`config.mk`:
```
export PLATFORM = sky130hd
export DESIGN_NAME = ppt_div_cell
export DESIGN_NICKNAME = d
export VERILOG_FILES = /design/src/rtl/core/ppt_pkg.sv /design/src/rtl/core/ppt_div_cell.sv
export SDC_FILE = /design/constraint.sdc
export NUM_CORES = 1
export LEC_CHECK = 0
export BUFFER_PORTS_ARGS = -buffer_cell sky130_fd_sc_hd__buf_2
export CORE_AREA = 2 2 214 216
export CTS_CLUSTER_SIZE = 40
export DETAILED_ROUTE_END_ITERATION = 8
export DIE_AREA = 0 0 216 218
export GPL_ROUTABILITY_DRIVEN = 0
export HOLD_SLACK_MARGIN = 0.15
export RECOVER_POWER = 50
export REMOVE_ABC_BUFFERS = 1
export SYNTH_ARGS = -nofsm -noshare
export SYNTH_HDL_FRONTEND = slang
export SYNTH_SLANG_ARGS = --single-unit
```
`constraint.sdc`:
```
create_clock -name clock -period 3.7 [get_ports clock]
set_input_delay 0 -clock clock [delete_from_list [all_inputs] [get_ports clock]]
set_output_delay 0 -clock clock [all_outputs]
set_load 0.01 [all_outputs]
```
`src/rtl/core/ppt_pkg.sv`:
```
package ppt_pkg;

   localparam int FRAC_BITS   = 16;
   localparam int COORD_WIDTH = 32;

   localparam int PROD_W = 2 * COORD_WIDTH;        // exact product
   localparam int SUM_W  = PROD_W + 2;             // exact three-term sum
   localparam int MAG_W  = PROD_W;                 // magnitude of a sum
   localparam int DEN_W  = MAG_W + 1 - FRAC_BITS;  // rounded w magnitude
   localparam int CSR_W  = 2 * COORD_WIDTH;
   localparam int IDX_W  = 3;
   localparam int LATENCY = MAG_W + 4;

   localparam logic [IDX_W-1:0] CSR_MODE    = 3'd0;
   localparam logic [IDX_W-1:0] CSR_COEF_A  = 3'd1;
   localparam logic [IDX_W-1:0] CSR_COEF_B  = 3'd2;
   localparam logic [IDX_W-1:0] CSR_COEF_C  = 3'd3;
   localparam logic [IDX_W-1:0] CSR_COEF_D  = 3'd4;
   localparam logic [IDX_W-1:0] CSR_COEF_EF = 3'd5;
   localparam logic [IDX_W-1:0] CSR_COEF_GH = 3'd6;
   localparam logic [IDX_W-1:0] CSR_COEF_I  = 3'd7;

   typedef struct packed {
      logic signed [COORD_WIDTH-1:0] y_in;
      logic signed [COORD_WIDTH-1:0] x_in;
   } req_type;

   typedef struct packed {
      logic                          saturated;
      logic signed [COORD_WIDTH-1:0] y_out;
      logic signed [COORD_WIDTH-1:0] x_out;
   } rsp_type;

   typedef struct packed {
      logic                          mode;
      logic signed [COORD_WIDTH-1:0] a;
      logic signed [COORD_WIDTH-1:0] b;
      logic signed [COORD_WIDTH-1:0] c;
      logic signed [COORD_WIDTH-1:0] d;
      logic signed [COORD_WIDTH-1:0] e;
      logic signed [COORD_WIDTH-1:0] f;
      logic signed [COORD_WIDTH-1:0] g;
      logic signed [COORD_WIDTH-1:0] h;
      logic signed [COORD_WIDTH-1:0] i;
   } cfg_type;

   // data handed from cell to cell; num holds dividend bits, then quotient bits
   typedef struct packed {
      logic             valid;
      logic             neg_x;
      logic             neg_y;
      logic [MAG_W-1:0] num_x;
      logic [MAG_W-1:0] num_y;
      logic [DEN_W-1:0] rem_x;
      logic [DEN_W-1:0] rem_y;
      logic [DEN_W-1:0] den;
   } cell_type;

endpackage

```
`src/rtl/core/ppt_div_cell.sv`:
```
module ppt_div_cell import ppt_pkg::*; (
   input  logic     clock,
   input  logic     reset,
   input  cell_type cell_in,
   output cell_type cell_out
);

   cell_type cell_ff, cell_in_q;
   logic [DEN_W:0] tx, ty;
   logic           qx, qy;

   // one restoring step for each coordinate
   always_comb begin
      cell_in_q = cell_in;
      cell_in_q.valid = cell_in.valid & ~reset;
      tx = {cell_in.rem_x, cell_in.num_x[MAG_W-1]};
      ty = {cell_in.rem_y, cell_in.num_y[MAG_W-1]};
      qx = tx >= {1'b0, cell_in.den};
      qy = ty >= {1'b0, cell_in.den};
      cell_in_q.rem_x = qx ? DEN_W'(tx - {1'b0, cell_in.den}) : DEN_W'(tx);
      cell_in_q.rem_y = qy ? DEN_W'(ty - {1'b0, cell_in.den}) : DEN_W'(ty);
      cell_in_q.num_x = {cell_in.num_x[MAG_W-2:0], qx};
      cell_in_q.num_y = {cell_in.num_y[MAG_W-2:0], qy};
   end

   always_ff @(posedge clock) begin
      cell_ff <= cell_in_q;
   end

   assign cell_out = cell_ff;

endmodule

```
==> impl_results.md, run 1 <==
- Final Cell Area: 21,510 um2
- Hold Worst Slack: 0.1914 ns
- Type of the worst setup path: in2reg
- Max reg flops: 278
- Share of the synthesized area in the top cell type: 44.75%
- WL met3: about 4800 um
- Global-route wire length before repair: 88,170 um
- WL met2: 29,850 um
- Die height: 218 um
- Ys async rst share: 0%
- Average cell area after synthesis: about 9 um2
- Tmin final: roughly 3.6 ns
- Synth area leader: dfxtp_1
- Boundary pin count: 558
- Post-Layout Cell Count: 3,028
- Status: finished, final reports clean
- Max Root-Sink Buffers: 3
- Detail Route Antenna Nets: 0
- Overall Global Routing Usage: between 20 and 25%
- Clk sinks: 278
- Via count: around 15,000
- Startpoint types: input port
- Prevailing post-synth register cell: dfxtp_1
- Crit-path max FO: 61
- Antenna violations before repair: 6
- Final period util: approximately 98%
- Worst Path Arrival: between 4 and 5 ns
- Worst Hold Class: in2reg
- Worst-Margin Slew: 0.5666 ns
- Final hold violation count: 0
- Net count, final: around 2,800
- Post-Place Cells: 2,503
- M1 wire length: 22,630 um
- Fraction of layout cells with a size suffix above 1: 21.58%
- Ys Warns: 0
- Yosys reg bits: around 280
- TritonCTS clock tree: built
- Vias in the first global route: 14,977
- Relative slew slack: around three fifths
- CTS Buf Count: 34
- Layout Area Growth over Synthesis: 72.96%
- HPWL after DPL: ~43,000 um
- Num rows: 78
- CTS root buf: clkbuf_16
- Peak Freq: 0.2760 GHz
- Port Buf Inserts: approximately 560
- Max_cap viols: 0
- CTS H-tree depth: 2
- Die area: 47,090 um2
- Post-synth EDFFs: 0
- 1st-iter DRT viols: 1,145
- Max Slew Vio Count: 0
- CP Capture Type: flip-flop
- Initial Utilization: 27.70%
- Mapped Cells: around 1,400
- DRC Markers: 0
- Clk pin slew, worst setup/hold paths: 0.06 ns
- Power Density: between 400 and 500 nW/um2
- Sequential element share of the synthesized area: 44.75%
- Total Routed Length: 60,630 um
- Placed cell area: 15,980 um2
- Largest net degree at the start of global routing: 62
- Max rail drop VDD: roughly 350 uV
- Sequential cell area: 5565 um2
- Die Wd: 216 um
- Leakage Power: 9.834 nW
- Vias per Instance: 4.830
- Final core occ: between 40% and 50%
- Detailed Routing Iterations Pass 1: 6
- Core Box Area: 44,890 um2
- Multi-input logic area: between 6000 and 7000 um2
- Grt ovf: 0
- Post-synth cell types: 71
- Count of final setup violators: 0
- Worst Path Required: 4.13 ns
- Top layer in use: met4
- Detailed-route wire length per cell: around 20 um
- Synth area leaders: dfxtp_1, ha_1, a21oi_1, nand2_1, o21ai_0
- Fillers: 4,144
- Synthesized area: 12,440 um2
- Hold Crit Depth: 2
## logic make-up after synthesis
family                   after synthesis  synth area share, %
buffers and inverters                136                4.527
multiplexers                           6               0.5432
AND/OR/NAND/NOR                      344                12.74
AO/OA/AOI/OAI                        419                21.21
XOR/XNOR                              86                6.056
adder cells (fa/ha/maj)              100                10.18
flip-flops                           278                44.75
## final cells by class
class	count	share of cell area, %
Antenna cell	5	0.05817
Clock buffer	43	4.304
Clock inverter	18	0.8492
Inverter	85	1.483
Multi-Input combinational cell	955	29.45
Sequential cell	278	25.87
Tap cell	600	3.490
Timing Repair Buffer	1044	34.49
## through the flow
step           setup WS, ns  power (W)   TNS, ns
4_1_cts             0.05430   0.009482         0
3_3_place_gp        0.08608   0.005717         0
5_1_grt            -0.04264   0.009872  -0.04712
2_1_floorplan        -1.665   0.004727    -67.54
6_report            0.07634   0.009477         0
3_5_place_dp        0.06117   0.005724         0
## critical path, cell delays in order
cell and delay (ns):
dlygate4sd3_1 0.54, buf_2 0.15, inv_1 0.05, ha_1 0.18, inv_1 0.07, fa_1 0.44
a211oi_1 0.32, o21ai_1 0.13, o211ai_1 0.25, a31oi_4 0.22, o211ai_1 0.34, o31a_1 0.30
o41ai_2 0.14, a21oi_4 0.22, buf_12 0.25, mux2_2 0.38
## synth_stat cells (9+ instances only)
cell type  instances
dfxtp_1          278
nand2_1          137
a21oi_1          133
ha_1              98
o21ai_0           84
inv_1             83
nor2_1            82
a21o_1            50
xnor2_1           48
xor2_1            38
nand4_1           36
clkbuf_1          32
o21ai_1           28
nand3_1           18
a31oi_1           17
o21bai_1          17
a211oi_1          14
nor3_1            13
buf_2             12
nor2b_1           12
and3_1             9
o21a_1             9
o31ai_1            9
## power by group
group	internal, W	switching [W]
logic	0.00118	0.00145
registers	0.00334	0.000137
clock network	0.00194	0.00143
total	0.00646	0.00302
## final timing paths
kind	from	end	slack, ns
worst max-delay path	cell_in[210]	cell_out[50]$_DFF_P_	0.08
worst min-delay path	cell_in[208]	cell_out[209]$_DFF_P_	0.19
## per-layer routing
layer / vias up / track usage (%)
met5: - / 0
met4: 0 / 13.47
met3: 173 / 5.146
met2: 788 / 43.68
met1: 6770 / 27.13
li1: 6895 / -
## cell usage in the layout, fill, tap and decap left out, types with 16 or more instances in the layout
cell type | synthesis | routed
nor2_1 | 82 | 82
buf_2 | 12 | 406
a31oi_1 | 17 | 16
clkbuf_1 | 32 | 156
clkbuf_16 | 0 | 35
buf_4 | 2 | 30
nand4_1 | 36 | 36
a21oi_1 | 133 | 132
dlygate4sd3_1 | 0 | 455
o21ai_1 | 28 | 28
nand2_1 | 137 | 137
dfxtp_1 | 278 | 278
inv_1 | 83 | 83
nand3_1 | 18 | 18
xnor2_1 | 48 | 48
xor2_1 | 38 | 38
ha_1 | 98 | 98
o21ai_0 | 84 | 84
o21bai_1 | 17 | 17
a21o_1 | 50 | 50
## what timing repair did
| item | in CTS | in global routing |
|---|---|---|
| buffers inserted | 0 | 4 |
| hold endpoints to repair | 278 | 1 |
| endpoints found under the setup margin | 0 | 37 |
| hold buffers | 454 | 1 |
| resized for setup | 0 | 2 |
No activity file was read; power rests on OpenSTA's default activity.
==> run 2: changes to the inputs <==
--- a/config.mk
+++ b/config.mk
@@ -14,6 +14,7 @@
 export HOLD_SLACK_MARGIN = 0.15
 export RECOVER_POWER = 50
 export REMOVE_ABC_BUFFERS = 1
+export SETUP_SLACK_MARGIN = 0.2
 export SYNTH_ARGS = -nofsm -noshare
 export SYNTH_HDL_FRONTEND = slang
 export SYNTH_SLANG_ARGS = --single-unit
==> run 2 against run 1 <==
The flow now finishes with violations (hold timing). Sequential power hardly changed. Cell area is 0.12% higher. Non-clock buffer count is 1 higher. Global-route usage is 0.24 points lower. Worst hold slack worse by 0.53 ns. First-iteration DRC count is 2.2% lower.
==> impl_results.md, run 2 (same netlist as run 1, synthesis figures left out) <==
- Status: complete, but fails checks
- Failing checks: hold timing
- Final hold violation count: 8
- Die Wd: 216 um
- Crit-path max FO: 23
- Worst Path Required: between 4 and 5 ns
- Clk pin slew, worst setup/hold paths: 0.06 ns
- Most frequent cells in the layout: dlygate4sd3_1, buf_2, dfxtp_1
- Grt ovf: 0
- Vias in the first global route: 14,746
- Max Root-Sink Buffers: 3
- CP Capture Type: flip-flop
- Critical-path cell with the highest stage delay: or4_1
- Max rail drop VDD: 336.0 uV
- Tmin final: 3.566 ns
- Total Routed Length: 61,390 um
- Worst-Margin Slew: 0.6774 ns
- Worst Path Arrival: 3.98 ns
- Detail Route Antenna Nets: 0
- Layout Area Growth over Synthesis: 73.17%
- Critical path buffers and inverters: 6
- CTS root buf: clkbuf_16
- CP Cell Sequence: dlygate4sd3_1 -> clkbuf_1 -> inv_1 -> ha_1 -> nand4_1 -> or4_1 -> nor4_1 -> buf_4 -> a2111o_1 -> nor3_1 -> a21oi_1 -> o41a_4 -> inv_2 -> buf_12 -> o31ai_1
- Fillers: 4,145
- Total Power: 0.009510 W
- Relative slew slack: 54.75%
- Die height: 218 um
- Boundary pin count: 558
- CP max stage delay: 0.64 ns
- Dpl ws: 0.06117 ns
- Setup slack after layout: ~0.13 ns
- Multi-input logic area: 6349 um2
- Core Box Area: about 45,000 um2
- Detailed Routing Iterations Pass 1: 6
- Fraction of layout cells with a size suffix above 1: 21.66%
- TritonCTS clock tree: built
- Global-route wire length before repair: 86,960 um
- DRC Markers: 0
- Worst Hold Class: in2reg
- Peak Freq: 0.2805 GHz
- Detailed-route wire length per cell: 20.28 um
- Top delay family on crit path: simple AND/OR/NAND/NOR gates
- Final Cell Area: 21,540 um2
- Placed cell area: 15,980 um2
- Max_cap viols: 0
- Sequential cell area: about 5600 um2
- CTS Buf Count: 34
- Final period util: 96.37%
- Power Density: 441.6 nW/um2
- Post-Place Cells: 2,503
- Count of final setup violators: 0
- Vias per Instance: 4.867
- Num rows: 78
- Post-Layout Cell Count: between 3,000 and 4,000
- Net count, final: 2,779
- Type of the worst setup path: in2reg
- Startpoint types: input port
- Max Slew Vio Count: 0
- Overall Global Routing Usage: about a quarter
- Max reg flops: 278
- CTS H-tree depth: 2
- Port Buf Inserts: 557
- 1st-iter DRT viols: between 1,000 and 1,500
- Leakage Power: 9.848 nW
- Via count: 14,733
- Largest net degree at the start of global routing: between 60 and 70
- HPWL after DPL: between 40,000 and 50,000 um
- Hold Worst Slack: -0.3362 ns
- Antenna violations before repair: 4
- Initial Utilization: 27.70%
- Commonest non-fill, non-tap cell in the layout: dlygate4sd3_1
- Die area: 47,090 um2
- RSZ-0062 raised after global routing: yes
- Clk sinks: approximately 280
[run 2: changes by cell type in the layout (fill, tap and decap cells not counted), sizes merged]
cell | previous run | this run
diode | 5 | 3
clkbuf | 194 | 191
buf | 438 | 439
dlygate4sd3 | 455 | 458
[run 2: timing repair]
action	in CTS	in global routing
endpoints found under the setup margin	0	61
setup buffers	0	2
gates resized for setup	0	5
hold buffers	445	13
hold endpoints to repair	278	15
[run 2: final timing paths]
path,from,to,slack (ns),cells past startpoint
worst min-delay path,cell_in[59],cell_out[60]$_DFF_P_,-0.34,3
worst max-delay path,cell_in[5],cell_out[104]$_DFF_P_,0.13,15
[run 2: stage by stage]
step                util (%)  hold slack [ns]  TNS [ns]
floorplan                  -          0.02772    -67.54
global placement       35.59           0.1030         0
detailed placement     35.59           0.1036         0
CTS                    47.98          -0.4648         0
global route           47.97          -0.3126         0
finish                 47.97          -0.3362         0
[run 2: cell type report]
class                      instances  share of cell area, %
clock buffer                      43                  4.299
clock inverter                    18                 0.8482
antenna                            3                0.03486
multi-input combinational        955                  29.48
timing repair buffer            1045                  34.53
tap                              600                  3.486
inverter                          85                  1.481
sequential                       278                  25.84
[run 2: power breakdown]
| group | leakage [nW] | switching [W] | internal [W] | total [W] |
|---|---|---|---|---|
| clock network | 0.532 | 0.00144 | 0.00194 | 0.00338 |
| logic | 6.97 | 0.00146 | 0.00119 | 0.00265 |
| registers | 2.35 | 0.000141 | 0.00334 | 0.00348 |
[run 2: metal layers]
layer / share of wire (%) / routed length [um] / vias up / GRT usage, %
met5: 0.021 / 13 / - / 0
met4: 6.4 / 3951 / 2 / 14.20
met3: 7.9 / 4823 / 193 / 5.119
met2: 48 / 29420 / 811 / 42.47
met1: 38 / 23180 / 6825 / 27.15
li1: - / - / 6902 / -
==> run 3: changes to the inputs <==
--- a/config.mk
+++ b/config.mk
@@ -12,9 +12,10 @@
 export DIE_AREA = 0 0 216 218
 export GPL_ROUTABILITY_DRIVEN = 0
 export HOLD_SLACK_MARGIN = 0.15
-export RECOVER_POWER = 50
+export RECOVER_POWER = 25
 export REMOVE_ABC_BUFFERS = 1
 export SETUP_SLACK_MARGIN = 0.2
+export SLEW_MARGIN = 20
 export SYNTH_ARGS = -nofsm -noshare
 export SYNTH_HDL_FRONTEND = slang
 export SYNTH_SLANG_ARGS = --single-unit
==> run 3 against run 2 <==
The run still ends with hold timing left. Routed wire length fell by 0.13%. Via count barely moved. Critical endpoint unchanged. Fmax rose by 0.44%. Critical path depth did not move. Power rose by 0.35%. Largest power group unchanged. Worst setup slack improved by 0.016 ns. Worst hold slack barely moved. Largest cell class unchanged. Global-route usage did not move.
==> impl_results.md, run 3 (same netlist as run 1, synthesis figures left out) <==
- Status: complete, but fails checks
- Failing checks: hold timing
- 1st-iter DRT viols: 1,163
- Vias per Instance: 4.864
- Worst Path Arrival: approximately 4.0 ns
- Max Slew Vio Count: 0
- RSZ-0062 raised after global routing: yes
- CP Cell Sequence: dlygate4sd3_1 -> buf_2 -> inv_1 -> ha_1 -> nand4_1 -> or4_1 -> nor4_1 -> buf_4 -> a2111o_1 -> nor3_1 -> a21oi_1 -> o41a_4 -> inv_2 -> buf_12 -> o31ai_1
- Power Density: 440.1 nW/um2
- CTS H-tree depth: 2
- Detail Route Antenna Nets: 0
- Sequential power share: approximately 37%
- Worst setup startpoint: cell_in[5]
- Port Buf Inserts: 557
- Relative slew slack: 52.20%
- Post-Place Cells: around 2,500
- Max_cap viols: 0
- Peak Freq: about 0.28 GHz
- Max rail drop VDD: about 340 uV
- Detailed Routing Iterations Pass 1: 6
- Aggregate negative setup slack: 0 ns
- Final hold violation count: 8
- Worst Hold Class: in2reg
- CTS Buf Count: 34
- DRC Markers: 0
- Hold Crit Start: cell_in[59]
- Antenna violations before repair: 4
- HPWL after DPL: between 40,000 and 50,000 um
- Net count, final: 2,779
- Via count: 14,729
- Post-Layout Cell Count: between 3,000 and 4,000
- Layout Area Growth over Synthesis: 74.36%
- Clock power share: 35.4%
- Max reg flops: 278
- Initial Utilization: 27.70%
- Tmin final: 3.550 ns
- Die height: around 220 um
- Die area: 47,090 um2
- Overall Global Routing Usage: around a quarter
- Boundary pin count: 558
- Grt ovf: 0
- Internal: 0.006506 W
- Final period util: 95.94%
- Final core occ: 48.30%
- CP Capture Type: flip-flop
- Worst Path Required: 4.11 ns
- Count of final setup violators: 0
- TritonCTS clock tree: built
- Sw Share: 31.82%
- Dpl ws: 0.06117 ns
- Clk sinks: about 280
- Largest net degree at the start of global routing: 62
- Commonest non-fill, non-tap cell in the layout: buf_2
- Startpoint types: input port
- Most frequent cells in the layout: buf_2, dlygate4sd3_1, dfxtp_1
- Total Power: roughly 0.0095 W
- Setup slack after layout: 0.1501 ns
- Vias in the first global route: 14,746
- Detailed-route wire length per cell: 20.25 um
- CTS root buf: clkbuf_16
- CP max stage delay: 0.64 ns
- Critical-path cell with the highest stage delay: or4_1
- P_sw: 0.003037 W
- Global-route wire length before repair: 86,960 um
- Clk pin slew, worst setup/hold paths: around 0.06 ns
- Leakage Power: 10.17 nW
- Worst-Margin Slew: ~0.72 ns
- Type of the worst setup path: in2reg
- Die Wd: 216 um
- Core Box Area: 44,890 um2
- Total Routed Length: approximately 60,000 um
- Fraction of layout cells with a size suffix above 1: 26.44%
- Crit-path max FO: 23
- Hold Worst Slack: -0.3363 ns
- Max Root-Sink Buffers: 3
- Num rows: 78
- Worst setup path endpoint: cell_out[104]$_DFF_P_
- Combinational share of power: 28.1%
-- run 3: final cells by class --
type	instances	area, um2
Sequential cell	278	5565
Timing Repair Buffer	1045	7582
Fill cell	4072	23210
Multi-Input combinational cell	955	6349
Tap cell	600	750.7
Inverter	85	319.1
Clock inverter	18	182.7
Antenna cell	4	10.01
Clock buffer	43	925.9
-- run 3: metrics by stage --
step | cell area (um2) | hold WS (ns)
after floorplan | 12190 | 0.02772
final | 21680 | -0.3363
after detailed placement | 15980 | 0.1036
after global routing | 21680 | -0.3126
after global placement | 15980 | 0.1030
after CTS | 21540 | -0.4648
-- run 3: repair_timing --
item,in CTS,in global routing
resized for setup,0,5
endpoints found under the hold margin,278,15
hold buffers,445,13
setup buffers,0,2
setup endpoints to repair,0,61
-- run 3: power groups by stage --
stage / combinational (W) / sequential [W] / clock, W
after CTS: 0.00260 / 0.00346 / 0.00342
final: 0.00268 / 0.00348 / 0.00338
after detailed placement: 0.00220 / 0.00352 / 0
after global placement: 0.00218 / 0.00353 / 0
after floorplan: 0.00105 / 0.00368 / 0
after global routing: 0.00288 / 0.00350 / 0.00354
-- run 3: worst min path at each step --
stage                            end  slack (ns)  cells past startpoint
2_1_floorplan    cell_out[0]$_DFF_P_        0.03                      0
3_3_place_gp   cell_out[246]$_DFF_P_        0.10                      1
3_5_place_dp   cell_out[226]$_DFF_P_        0.10                      1
4_1_cts         cell_out[11]$_DFF_P_       -0.46                      1
5_1_grt          cell_out[0]$_DFF_P_       -0.31                      1
6_report        cell_out[60]$_DFF_P_       -0.34                      3
-- run 3: worst max-delay path: cells and delay by family --
family                   cells  cell delay (ns)
AO/OA/AOI/OAI                4             1.06
adder cells (fa/ha/maj)      1             0.40
buffers and inverters        6             1.20
AND/OR/NAND/NOR              4             1.27
-- run 3: metal layers --
layer  up-vias  GRT usage (%)  share of wire (%)
met3       192          5.119                7.8
met4         2          14.20                6.4
met5         -              0              0.021
met2       820          42.47                 48
met1      6825          27.15                 38
li1       6890              -                  -
