--- config.mk ---
export PLATFORM = sky130hd
export DESIGN_NAME = ppt_back
export DESIGN_NICKNAME = d
export VERILOG_FILES = /design/src/rtl/core/ppt_pkg.sv /design/src/rtl/core/ppt_back.sv
export SDC_FILE = /design/constraint.sdc
export NUM_CORES = 1
export LEC_CHECK = 0
export BUFFER_PORTS_ARGS = -buffer_cell sky130_fd_sc_hd__buf_2
export CAP_MARGIN = 40
export CORE_MARGIN = 4
export CORE_UTILIZATION = 45
export CTS_BUF_LIST = sky130_fd_sc_hd__clkbuf_8
export DETAILED_ROUTE_END_ITERATION = 6
export PLACE_DENSITY = 0.84
export SLEW_MARGIN = 20
export SYNTH_ARGS = -nofsm -noshare
export SYNTH_HDL_FRONTEND = slang
export SYNTH_SLANG_ARGS = --single-unit
--- constraint.sdc ---
create_clock -name clock -period 7.55 [get_ports clock]
set_clock_uncertainty 0.1 [all_clocks]
set_input_delay 0.3775 -clock clock [delete_from_list [all_inputs] [get_ports clock]]
set_output_delay 0.3775 -clock clock [all_outputs]
set_load 0.1 [all_outputs]
--- src/rtl/core/ppt_pkg.sv ---
package ppt_pkg;

   localparam int FRAC_BITS   = 16;
   localparam int COORD_WIDTH = 32;

   localparam int PROD_W = 2 * COORD_WIDTH;        // exact product
   localparam int SUM_W  = PROD_W + 2;             // exact three-term sum
   localparam int MAG_W  = PROD_W;                 // magnitude of a sum
   localparam int DEN_W  = MAG_W + 1 - FRAC_BITS;  // rounded w magnitude
   localparam int CSR_W  = 2 * COORD_WIDTH;
   localparam int IDX_W  = 3;
   localparam int LATENCY = MAG_W + 4;

   localparam logic [IDX_W-1:0] CSR_MODE    = 3'd0;
   localparam logic [IDX_W-1:0] CSR_COEF_A  = 3'd1;
   localparam logic [IDX_W-1:0] CSR_COEF_B  = 3'd2;
   localparam logic [IDX_W-1:0] CSR_COEF_C  = 3'd3;
   localparam logic [IDX_W-1:0] CSR_COEF_D  = 3'd4;
   localparam logic [IDX_W-1:0] CSR_COEF_EF = 3'd5;
   localparam logic [IDX_W-1:0] CSR_COEF_GH = 3'd6;
   localparam logic [IDX_W-1:0] CSR_COEF_I  = 3'd7;

   typedef struct packed {
      logic signed [COORD_WIDTH-1:0] y_in;
      logic signed [COORD_WIDTH-1:0] x_in;
   } req_type;

   typedef struct packed {
      logic                          saturated;
      logic signed [COORD_WIDTH-1:0] y_out;
      logic signed [COORD_WIDTH-1:0] x_out;
   } rsp_type;

   typedef struct packed {
      logic                          mode;
      logic signed [COORD_WIDTH-1:0] a;
      logic signed [COORD_WIDTH-1:0] b;
      logic signed [COORD_WIDTH-1:0] c;
      logic signed [COORD_WIDTH-1:0] d;
      logic signed [COORD_WIDTH-1:0] e;
      logic signed [COORD_WIDTH-1:0] f;
      logic signed [COORD_WIDTH-1:0] g;
      logic signed [COORD_WIDTH-1:0] h;
      logic signed [COORD_WIDTH-1:0] i;
   } cfg_type;

   // data handed from cell to cell; num holds dividend bits, then quotient bits
   typedef struct packed {
      logic             valid;
      logic             neg_x;
      logic             neg_y;
      logic [MAG_W-1:0] num_x;
      logic [MAG_W-1:0] num_y;
      logic [DEN_W-1:0] rem_x;
      logic [DEN_W-1:0] rem_y;
      logic [DEN_W-1:0] den;
   } cell_type;

endpackage

--- src/rtl/core/ppt_back.sv ---
module ppt_back import ppt_pkg::*; (
   input  logic     clock,
   input  logic     reset,
   input  cell_type cell_in,
   output logic     rsp_valid,
   output rsp_type  rsp_data
);

   localparam int CW = COORD_WIDTH;

   logic    valid_ff;
   rsp_type data_ff, data_in;

   function automatic logic [CW:0] clip(input logic neg, input logic [MAG_W:0] mag);
      logic [MAG_W:0] lim;
      logic [MAG_W:0] m;
      logic           sat;
      lim = (MAG_W+1)'(1) << (CW-1);
      m   = mag;
      sat = 1'b0;
      if (!neg && mag > lim - 1'b1) begin
         m = lim - 1'b1;
         sat = 1'b1;
      end
      if (neg && mag > lim) begin
         m = lim;
         sat = 1'b1;
      end
      m = neg ? -m : m;
      return {sat, m[CW-1:0]};
   endfunction

   logic [DEN_W:0] r2x, r2y;
   logic [MAG_W:0] qx, qy;
   logic [CW:0]    ox, oy;

   always_comb begin
      // round half away from zero: bump when 2r >= w
      r2x = {cell_in.rem_x, 1'b0};
      r2y = {cell_in.rem_y, 1'b0};
      qx = {1'b0, cell_in.num_x} + (MAG_W+1)'(r2x >= {1'b0, cell_in.den});
      qy = {1'b0, cell_in.num_y} + (MAG_W+1)'(r2y >= {1'b0, cell_in.den});
      ox = clip(cell_in.neg_x && qx != '0, qx);
      oy = clip(cell_in.neg_y && qy != '0, qy);
      data_in.x_out     = ox[CW-1:0];
      data_in.y_out     = oy[CW-1:0];
      data_in.saturated = ox[CW] | oy[CW];
   end

   always_ff @(posedge clock) begin
      data_ff <= data_in;
      if (reset) begin
         valid_ff <= 1'b0;
      end else begin
         valid_ff <= cell_in.valid;
      end
   end

   assign rsp_valid = valid_ff;
   assign rsp_data  = data_ff;

endmodule

==> metrics.txt, run 1 <==
status finished, final reports clean; Starting DRT DRC Count around 1k; Antenna diodes 0; Port Buffers between 300 and 400; vias approximately 12k; Startpoint Class primary input; Primary FF master, synth dfxtp_1; GPL Wtd Cong 1.02; drt via density 6.13; CTS tree done; core footprint between 20,000 and 25,000 um2; fin crit period between 7 and 8 ns; number of max-cap violations 0; CTS max path bufs 2; relative slew slack approximately 45%; worst vdd ir around 0.000065 V; switching share of total power 47.3%; total gr overflow 0; hpwl dp 31,800 um; crit end category register; Post-Place Worst Slack 0.134 ns; # clock sinks 66; Placed Cells around 2.0k; initial core utilization a little under half; Max Slew Vio Count 0; clock share of power between 20 and 25%; worst-margin pin slew just over 0.8 ns; Fin Hold WS between 0.07 and 0.08 ns; Die Y about 160 um; Logic pwr share 51.0%; post-synthesis cell count roughly 1.4k; Synth Cell Area about 9900 um2; fmax approximately 140 MHz; CTS HTree Levels 3; cell area after layout between 10,000 and 15,000 um2; Layout area overhead 22.5%; Reg clk slew, reported paths around 0.070 ns; top fanout value on the critical path 11; total iterations of the first detailed-routing run 7; Setup crit start cell_in[4]; syn_area_per_cell between 7 and 8 um2; Final setup viols 0; final core utilization a little under three fifths; Final Total Pwr 1.46 mW; Hold Path Sink rsp_valid$_SDFF_PP0_; post-synth cell types just over 80; Crit Path Category primary input to register; Post-CTS Resized 0; Finished Layout Cells slightly below 2k; DIE AREA ~24,000 um2; Fin. Hold Viols 0; nets between 2k and 2.5k; Hold Crit Class primary input to register; CP max-delay cell or4_4; fin crit share approximately 94%; post-route setup TNS 0 ns; crit path DAT about 7.3 ns; Reg power frac a little over a quarter; Crit path required time approximately 7.7 ns; hold buffer count at CTS 0; chip width 156 um; Routed WL roughly 38,000 um; FP Rows between 50 and 60; NetSw slightly below 700 uW; Hold Path Origin reset; GRT Overall Usage ~29%; DRC Markers 0; power per cell area 121 nW/um2; Int Pwr approximately 770 uW; # Post-CTS Setup Buffers 0; unrepaired setup endpoints after global routing no; share of cells above drive strength 1 24.7%; initial antenna violation count 1; Yosys reg bits 66; Placement Cell Area 11,900 um2; Final ANT Viol Nets 0; IO Pins 346; Final WS setup roughly 0.46 ns; Hold Crit Depth 2; vias in the first global route around 11k; sequential share of the synthesized area around an eighth; Lkg Pwr ~5.3 nW; Syn Nets 1,756; Root Driver clkbuf_8; CP max stage delay 0.61 ns; Ys Warns 0; largest net degree at the start of global routing 36; first-pass GRT wire length 57,700 um; WL/cell 19.2 um; Post-synth EDFFs 0; Post-synth ARST share 0%; TritonCTS Buffers 9
Yosys cell counts (all sizes together), types with 9 or more instances:
library cell / instances / area share [%]
nor3: 52 / 2.7
a31oi: 14 / 0.89
inv: 79 / 3.0
or4: 13 / 1.0
and4: 23 / 2.0
mux2i: 11 / 1.1
and3: 24 / 1.5
and2: 21 / 1.3
xnor2: 64 / 5.7
a211oi: 13 / 0.99
a21oi: 69 / 3.5
ha: 102 / 13
nand4: 86 / 5.6
a21o: 42 / 3.2
nor2: 92 / 3.5
a311oi: 9 / 0.80
nand2b: 9 / 0.57
clkbuf: 39 / 1.5
or2: 12 / 0.76
dfxtp: 66 / 13
or3: 19 / 1.2
nor4: 45 / 3.1
nand3: 78 / 4.0
o21ai: 85 / 4.3
nor2b: 16 / 1.0
nand2: 88 / 3.4
o21a: 16 / 1.2
o31ai: 13 / 1.3
xor2: 54 / 4.8
buf: 22 / 1.3
o211ai: 12 / 0.96
critical path, delay by kind of cell:
kind	cells	cell delay, ns
simple gates	11	3.26
fa+ha+maj	4	1.23
compound gates	12	1.99
buf+inv	3	0.37
cell usage in the layout, fill, tap and decap left out, drive strengths merged, types with 13 or more instances in the layout:
cell type / n
a211oi: 13
a21o: 42
a21oi: 69
a31oi: 14
and2: 21
and3: 24
and4: 23
buf: 371
dfxtp: 66
ha: 102
inv: 80
nand2: 88
nand3: 78
nand4: 86
nor2: 92
nor2b: 16
nor3: 52
nor4: 45
o21a: 16
o21ai: 85
o31ai: 13
or3: 19
or4: 13
xnor2: 64
xor2: 54
power by group through the flow:
stage                     combinational [mW]  sequential, mW  clock, mW
after floorplan                        0.272           0.626          0
after global placement                 0.721           0.397          0
after detailed placement               0.729           0.397          0
after CTS                              0.732           0.389      0.332
after global routing                   0.793           0.392      0.345
final                                  0.743           0.389      0.326
worst max-delay path by stage:
stage                      endpoint  cells past startpoint
3_5_place_dp   rsp_data[26]$_DFF_P_                     30
4_1_cts        rsp_data[26]$_DFF_P_                     30
3_3_place_gp   rsp_data[26]$_DFF_P_                     25
5_1_grt        rsp_data[26]$_DFF_P_                     30
2_1_floorplan   rsp_data[4]$_DFF_P_                     34
6_report       rsp_data[26]$_DFF_P_                     30
area by class of cell:
type                            count  area [um2]
Fill cell                        2077        9190
Timing Repair Buffer              372        1920
Sequential cell                    66        1320
Inverter                           79         297
Multi-Input combinational cell   1168        8000
Clock buffer                       11         151
Clock inverter                      5        60.1
Tap cell                          275         344
logic make-up after synthesis:
| logic type | share of synthesized area, % |
|---|---|
| adders and majority gates | 12.9 |
| DFF | 13.4 |
| and+or+nand+nor | 33.4 |
| AOI/OAI and AO/OA | 22.8 |
| buffers and inverters | 5.75 |
| muxes | 1.23 |
| xor gates and xnor gates | 10.5 |
state kept, by name, summed over array words and instances (netlist names):
name       cells
rsp_data      65
rsp_valid      1
routing by layer:
| layer | up-vias | track usage, % | wire, um |
|---|---|---|---|
| li1 | 5835 | - | - |
| met1 | 5479 | 39.5 | 15400 |
| met2 | 724 | 47.8 | 17300 |
| met3 | 73 | 5.41 | 4340 |
| met4 | 2 | 6.98 | 790 |
| met5 | - | 0 | 13 |
Note: power is estimated with default switching activity, not from simulation.
==> run 2, diff against run 1 <==
--- a/config.mk
+++ b/config.mk
@@ -11,8 +11,10 @@
 export CORE_UTILIZATION = 45
 export CTS_BUF_LIST = sky130_fd_sc_hd__clkbuf_8
 export DETAILED_ROUTE_END_ITERATION = 6
+export MAX_ROUTING_LAYER = met4
 export PLACE_DENSITY = 0.84
 export SLEW_MARGIN = 20
 export SYNTH_ARGS = -nofsm -noshare
 export SYNTH_HDL_FRONTEND = slang
 export SYNTH_SLANG_ARGS = --single-unit
+export TNS_END_PERCENT = 1
==> metrics.txt, run 2 (synthesis results as in run 1) <==
status finished, final reports clean; core footprint 21,300 um2 (unchanged); Hold Crit Class primary input to register; hold buffer count at CTS 0 (unchanged); Port Buffers 345 (unchanged); Root Driver clkbuf_8; worst-margin pin slew 0.826 ns (+0.0156 ns); IO Pins 346 (unchanged); CTS HTree Levels 3 (unchanged); Post-CTS Resized 0 (unchanged); commonest cells after routing, fill and taps aside 345 x buf_2, 102 x ha_1, 92 x nor2_1; Final Total Pwr 1.49 mW (+2.2%); fin crit period 7.13 ns (+0.0409 ns); share of cells above drive strength 1 24.7% (about the same); Fin Hold WS 0.0620 ns (-0.0135 ns); Layout area overhead 22.9%; Final ANT Viol Nets 0 (unchanged); switching share of total power 46.8% (-0.47 points); chip width 156 um (unchanged); Logic pwr share 49.9% (-1.1 points); Crit path required time 7.71 ns (about the same); Lkg Pwr 5.31 nW (+0.19%); crit end category register; GRT Overall Usage 31.1% (+2.0 points); Die Y 156 um (unchanged); vias in the first global route 11.2k (+1.1%); Reg clk slew, reported paths 0.07 ns (about the same); worst vdd ir 0.0000755 V (+16%); power per cell area 123 nW/um2 (+1.9%); Startpoint Class primary input; total gr overflow 0 (unchanged); Finished Layout Cells 1,981 (+0.25%); Hold Crit Depth 2 (unchanged); NetSw 698 uW (+1.2%); WL/cell 19.6 um (+2.5%); fmax 140 MHz (-0.57%); relative slew slack 44.4% (-1.0 points); CTS max path bufs 2 (unchanged); Placed Cells 1,960 (+0.051%); Fin. Hold Viols 0 (unchanged); post-route setup TNS 0 ns (unchanged); first-pass GRT wire length 59,900 um (+3.8%); Routed WL 38,900 um (+2.7%); Max Slew Vio Count 0 (unchanged); crit path DAT 7.29 ns (+0.04 ns); # Post-CTS Setup Buffers 0 (unchanged); nets 2,079 (+0.048%); initial antenna violation count 4 (+3); initial core utilization 46.4% (unchanged); FP Rows 53 (unchanged); CTS tree done; Crit Path Category primary input to register; fin crit share 94.5% (+0.54 points); clock share of power 23.9% (+1.5 points); Final setup viols 0 (unchanged); # clock sinks 66 (unchanged); vias 12.3k (+1.2%); unrepaired setup endpoints after global routing no; most common cell after layout, fill and taps aside buf_2; DRC Markers 0 (unchanged); DIE AREA 24,400 um2 (unchanged); Starting DRT DRC Count 1,086 (+8.4%); GPL Wtd Cong 1.04 (+2.0%); Int Pwr 793 uW (+3.1%); Reg power frac 26.2% (-0.5 points); top fanout value on the critical path 11 (unchanged); fillers 2,103 (+1.3%); TritonCTS Buffers 9 (unchanged); drt via density 6.19 (+0.97%); largest net degree at the start of global routing 36 (unchanged); max FFs per register 65 (unchanged); total iterations of the first detailed-routing run 5 (-2); hpwl dp 32,900 um (+3.2%); number of max-cap violations 0 (unchanged)
[run 2: area by class of cell]
cell class                      instances  area (um2)  area share, %
Tap cell                              275         344           2.83
Timing Repair Buffer                  373        1940           16.0
Sequential cell                        66        1320           10.9
Inverter                               79         297           2.44
Clock inverter                          6        88.8          0.732
Multi-Input combinational cell       1168        8000           65.9
Antenna cell                            4        10.0         0.0825
Clock buffer                           10         138           1.13
[run 2: stage by stage]
stage	cell area, um2	utilization, %	worst slack (ns)
6_report	12100	57.0	0.416
5_1_grt	12100	57.0	0.0333
3_3_place_gp	11900	55.8	0.194
4_1_cts	12100	57.0	0.486
3_5_place_dp	11900	55.9	0.159
2_1_floorplan	9880	-	0.809
[run 2: power groups by stage]
stage	sequential [mW]	clock [mW]	combinational, mW
after floorplan	0.626	0	0.272
after global routing	0.394	0.370	0.796
after detailed placement	0.399	0	0.730
after global placement	0.399	0	0.723
after CTS	0.391	0.358	0.733
final	0.391	0.356	0.743
[run 2: critical path, stage by stage]
cell	delay, ns
buf_2	0.08
inv_1	0.05
ha_1	0.33
nand4_1	0.08
or2_2	0.32
or3_1	0.41
nor4_1	0.39
nand4_1	0.15
o2111ai_1	0.12
ha_1	0.26
ha_1	0.33
and2_1	0.32
nand4_1	0.24
or3_1	0.51
o31a_1	0.31
nor4_1	0.29
nand4_1	0.14
or4_4	0.61
o31ai_4	0.24
inv_1	0.23
nor2_1	0.22
ha_1	0.38
nand2_2	0.15
or4_1	0.49
a32oi_1	0.25
[run 2: worst paths after layout]
check / slack, ns / end / from
setup / recovery: 0.42 / rsp_data[26]$_DFF_P_ / cell_in[29]
hold / removal: 0.06 / rsp_valid$_SDFF_PP0_ / reset
[run 2: metal layers]
metal | up-vias | global-route usage, % | share of wire [%]
met4 | 0 | 7.77 | 2.1
met1 | 5617 | 42.4 | 42
li1 | 5844 | - | -
met5 | - | - | 0
met2 | 733 | 48.3 | 45
met3 | 67 | 4.77 | 11
==> run 3, diff against run 2 <==
--- a/config.mk
+++ b/config.mk
@@ -7,12 +7,14 @@
 export LEC_CHECK = 0
 export BUFFER_PORTS_ARGS = -buffer_cell sky130_fd_sc_hd__buf_2
 export CAP_MARGIN = 40
+export CELL_PAD_IN_SITES_DETAIL_PLACEMENT = 0
+export CELL_PAD_IN_SITES_GLOBAL_PLACEMENT = 1
 export CORE_MARGIN = 4
-export CORE_UTILIZATION = 45
+export CORE_UTILIZATION = 37
 export CTS_BUF_LIST = sky130_fd_sc_hd__clkbuf_8
 export DETAILED_ROUTE_END_ITERATION = 6
 export MAX_ROUTING_LAYER = met4
-export PLACE_DENSITY = 0.84
+export PLACE_DENSITY = 0.95
 export SLEW_MARGIN = 20
 export SYNTH_ARGS = -nofsm -noshare
 export SYNTH_HDL_FRONTEND = slang
==> metrics.txt, run 3 (synthesis results as in run 1) <==
power per cell area 123 nW/um2 (-0.18%); Int Pwr 817 uW (+3.1%); Final setup viols 0 (unchanged); first-pass GRT wire length 58,400 um (-2.5%); Layout area overhead 23.8%; CTS tree done; Startpoint Class primary input; vias 12.0k (-2.0%); largest net degree at the start of global routing 36 (unchanged); Final Total Pwr 1.50 mW (+0.62%); worst-margin pin slew 0.853 ns (+0.0274 ns); fillers 2,742 (+30%); Crit Path Category primary input to register; Antenna diodes 0 (-4); commonest cells after routing, fill and taps aside 346 x buf_2, 101 x ha_1, 92 x nor2_1; Logic pwr share 49.4% (-0.5 points); switching share of total power 45.5% (-1.3 points); GRT Overall Usage 25.4% (-5.7 points); DIE AREA 29,400 um2 (+20%); fin crit share 91.4% (-3.1 points); Root Driver clkbuf_8; Lkg Pwr 5.34 nW (+0.45%); Starting DRT DRC Count 1,274 (+17%); post-route setup TNS 0 ns (unchanged); Reg clk slew, reported paths 0.08 ns (about the same); hpwl dp 32,100 um (-2.4%); CP max-delay cell or4_4; clock share of power 24.7% (+0.8 points); Crit path required time 7.74 ns (+0.03 ns); number of max-cap violations 0 (unchanged); Final ANT Viol Nets 0 (unchanged); top fanout value on the critical path 11 (unchanged); Fin Hold WS 0.0649 ns (+0.00298 ns); relative slew slack 42.6% (-1.8 points); total iterations of the first detailed-routing run 6 (+1); total gr overflow 0 (unchanged); GPL Wtd Cong 1.00 (-4.3%); share of cells above drive strength 1 24.8% (+0.13 points); Finished Layout Cells 2,040 (+3.0%); Max Slew Vio Count 0 (unchanged); Routed WL 37,900 um (-2.6%); chip width 171 um (+9.8%); Placed Cells 2,024 (+3.3%); area of the multi-input gates 8010 um2 (about the same); TritonCTS Buffers 9 (unchanged); DRC Markers 0 (unchanged); Hold Crit Class primary input to register; worst vdd ir 0.0000693 V (-8.2%); Fin. Hold Viols 0 (unchanged); IO Pins 346 (unchanged); nets 2,082 (+0.14%); vias in the first global route 11.0k (-1.7%); crit path DAT 7.09 ns (-0.20 ns); initial core utilization 37.8% (-8.6 points); FP Rows 59 (+11%); fin crit period 6.90 ns (-0.236 ns); most common cell after layout, fill and taps aside buf_2; crit end category register; status finished, final reports clean; Sequential Area 1320 um2 (unchanged); NetSw 683 uW (-2.2%); most frequent CP cell nand4_1; fmax 145 MHz (+3.4%); initial antenna violation count 0 (-4); Die Y 171 um (+9.8%); WL/cell 18.6 um (-5.4%); core footprint 26,100 um2 (+23%); unrepaired setup endpoints after global routing no; CTS HTree Levels 3 (unchanged); Port Buffers 345 (unchanged); CTS max path bufs 2 (unchanged); Reg power frac 25.9% (-0.3 points); CP max stage delay 0.61 ns (about the same); drt via density 5.89 (-4.9%); max FFs per register 65 (unchanged); # clock sinks 66 (unchanged)
==> run 3: critical path: cells and delay by family <==
kind | cells | cell delay (ns)
simple gates | 14 | 4.26
fa+ha+maj | 4 | 1.25
compound gates | 4 | 0.85
buf+inv | 3 | 0.35
==> run 3: final timing paths <==
| kind | slack (ns) | depth (start not counted) | end | start |
|---|---|---|---|---|
| worst min-delay path | 0.06 | 2 | rsp_valid$_SDFF_PP0_ | reset |
| worst max-delay path | 0.65 | 25 | rsp_data[26]$_DFF_P_ | cell_in[33] |
==> run 3: area by class of cell <==
type | instances | share of cell area, %
multi-input combinational | 1168 | 65.4
timing repair buffer | 376 | 16.0
sequential | 66 | 10.8
tap | 335 | 3.43
inverter | 79 | 2.42
clock buffer | 9 | 1.01
clock inverter | 7 | 0.951
==> run 3: what timing repair did <==
item | in CTS | in global routing
setup buffers | 0 | 0
setup endpoints to repair | 0 | 5
hold buffers | 0 | 0
resized for setup | 0 | 2
==> run 3: power by group through the flow <==
| stage | combinational, mW | clock (mW) | sequential [mW] |
|---|---|---|---|
| 2_1_floorplan | 0.272 | 0 | 0.626 |
| 3_3_place_gp | 0.727 | 0 | 0.397 |
| 3_5_place_dp | 0.731 | 0 | 0.398 |
| 4_1_cts | 0.734 | 0.383 | 0.390 |
| 5_1_grt | 0.797 | 0.397 | 0.392 |
| 6_report | 0.740 | 0.371 | 0.389 |
==> run 3: stage by stage <==
step,cell area (um2),setup WS [ns],util (%)
after global placement,12000,0.370,45.8
final,12200,0.652,46.8
after CTS,12200,0.616,46.8
after global routing,12200,0.0540,46.8
after floorplan,9880,0.809,-
after detailed placement,12000,0.209,45.9
==> run 3: per-layer routing <==
| metal | track usage (%) | share of wire, % | vias up |
|---|---|---|---|
| li1 | - | - | 5844 |
| met1 | 33.1 | 43 | 5557 |
| met2 | 41.3 | 47 | 548 |
| met3 | 3.45 | 7.5 | 62 |
| met4 | 7.23 | 2.7 | 0 |
| met5 | - | 0 | - |
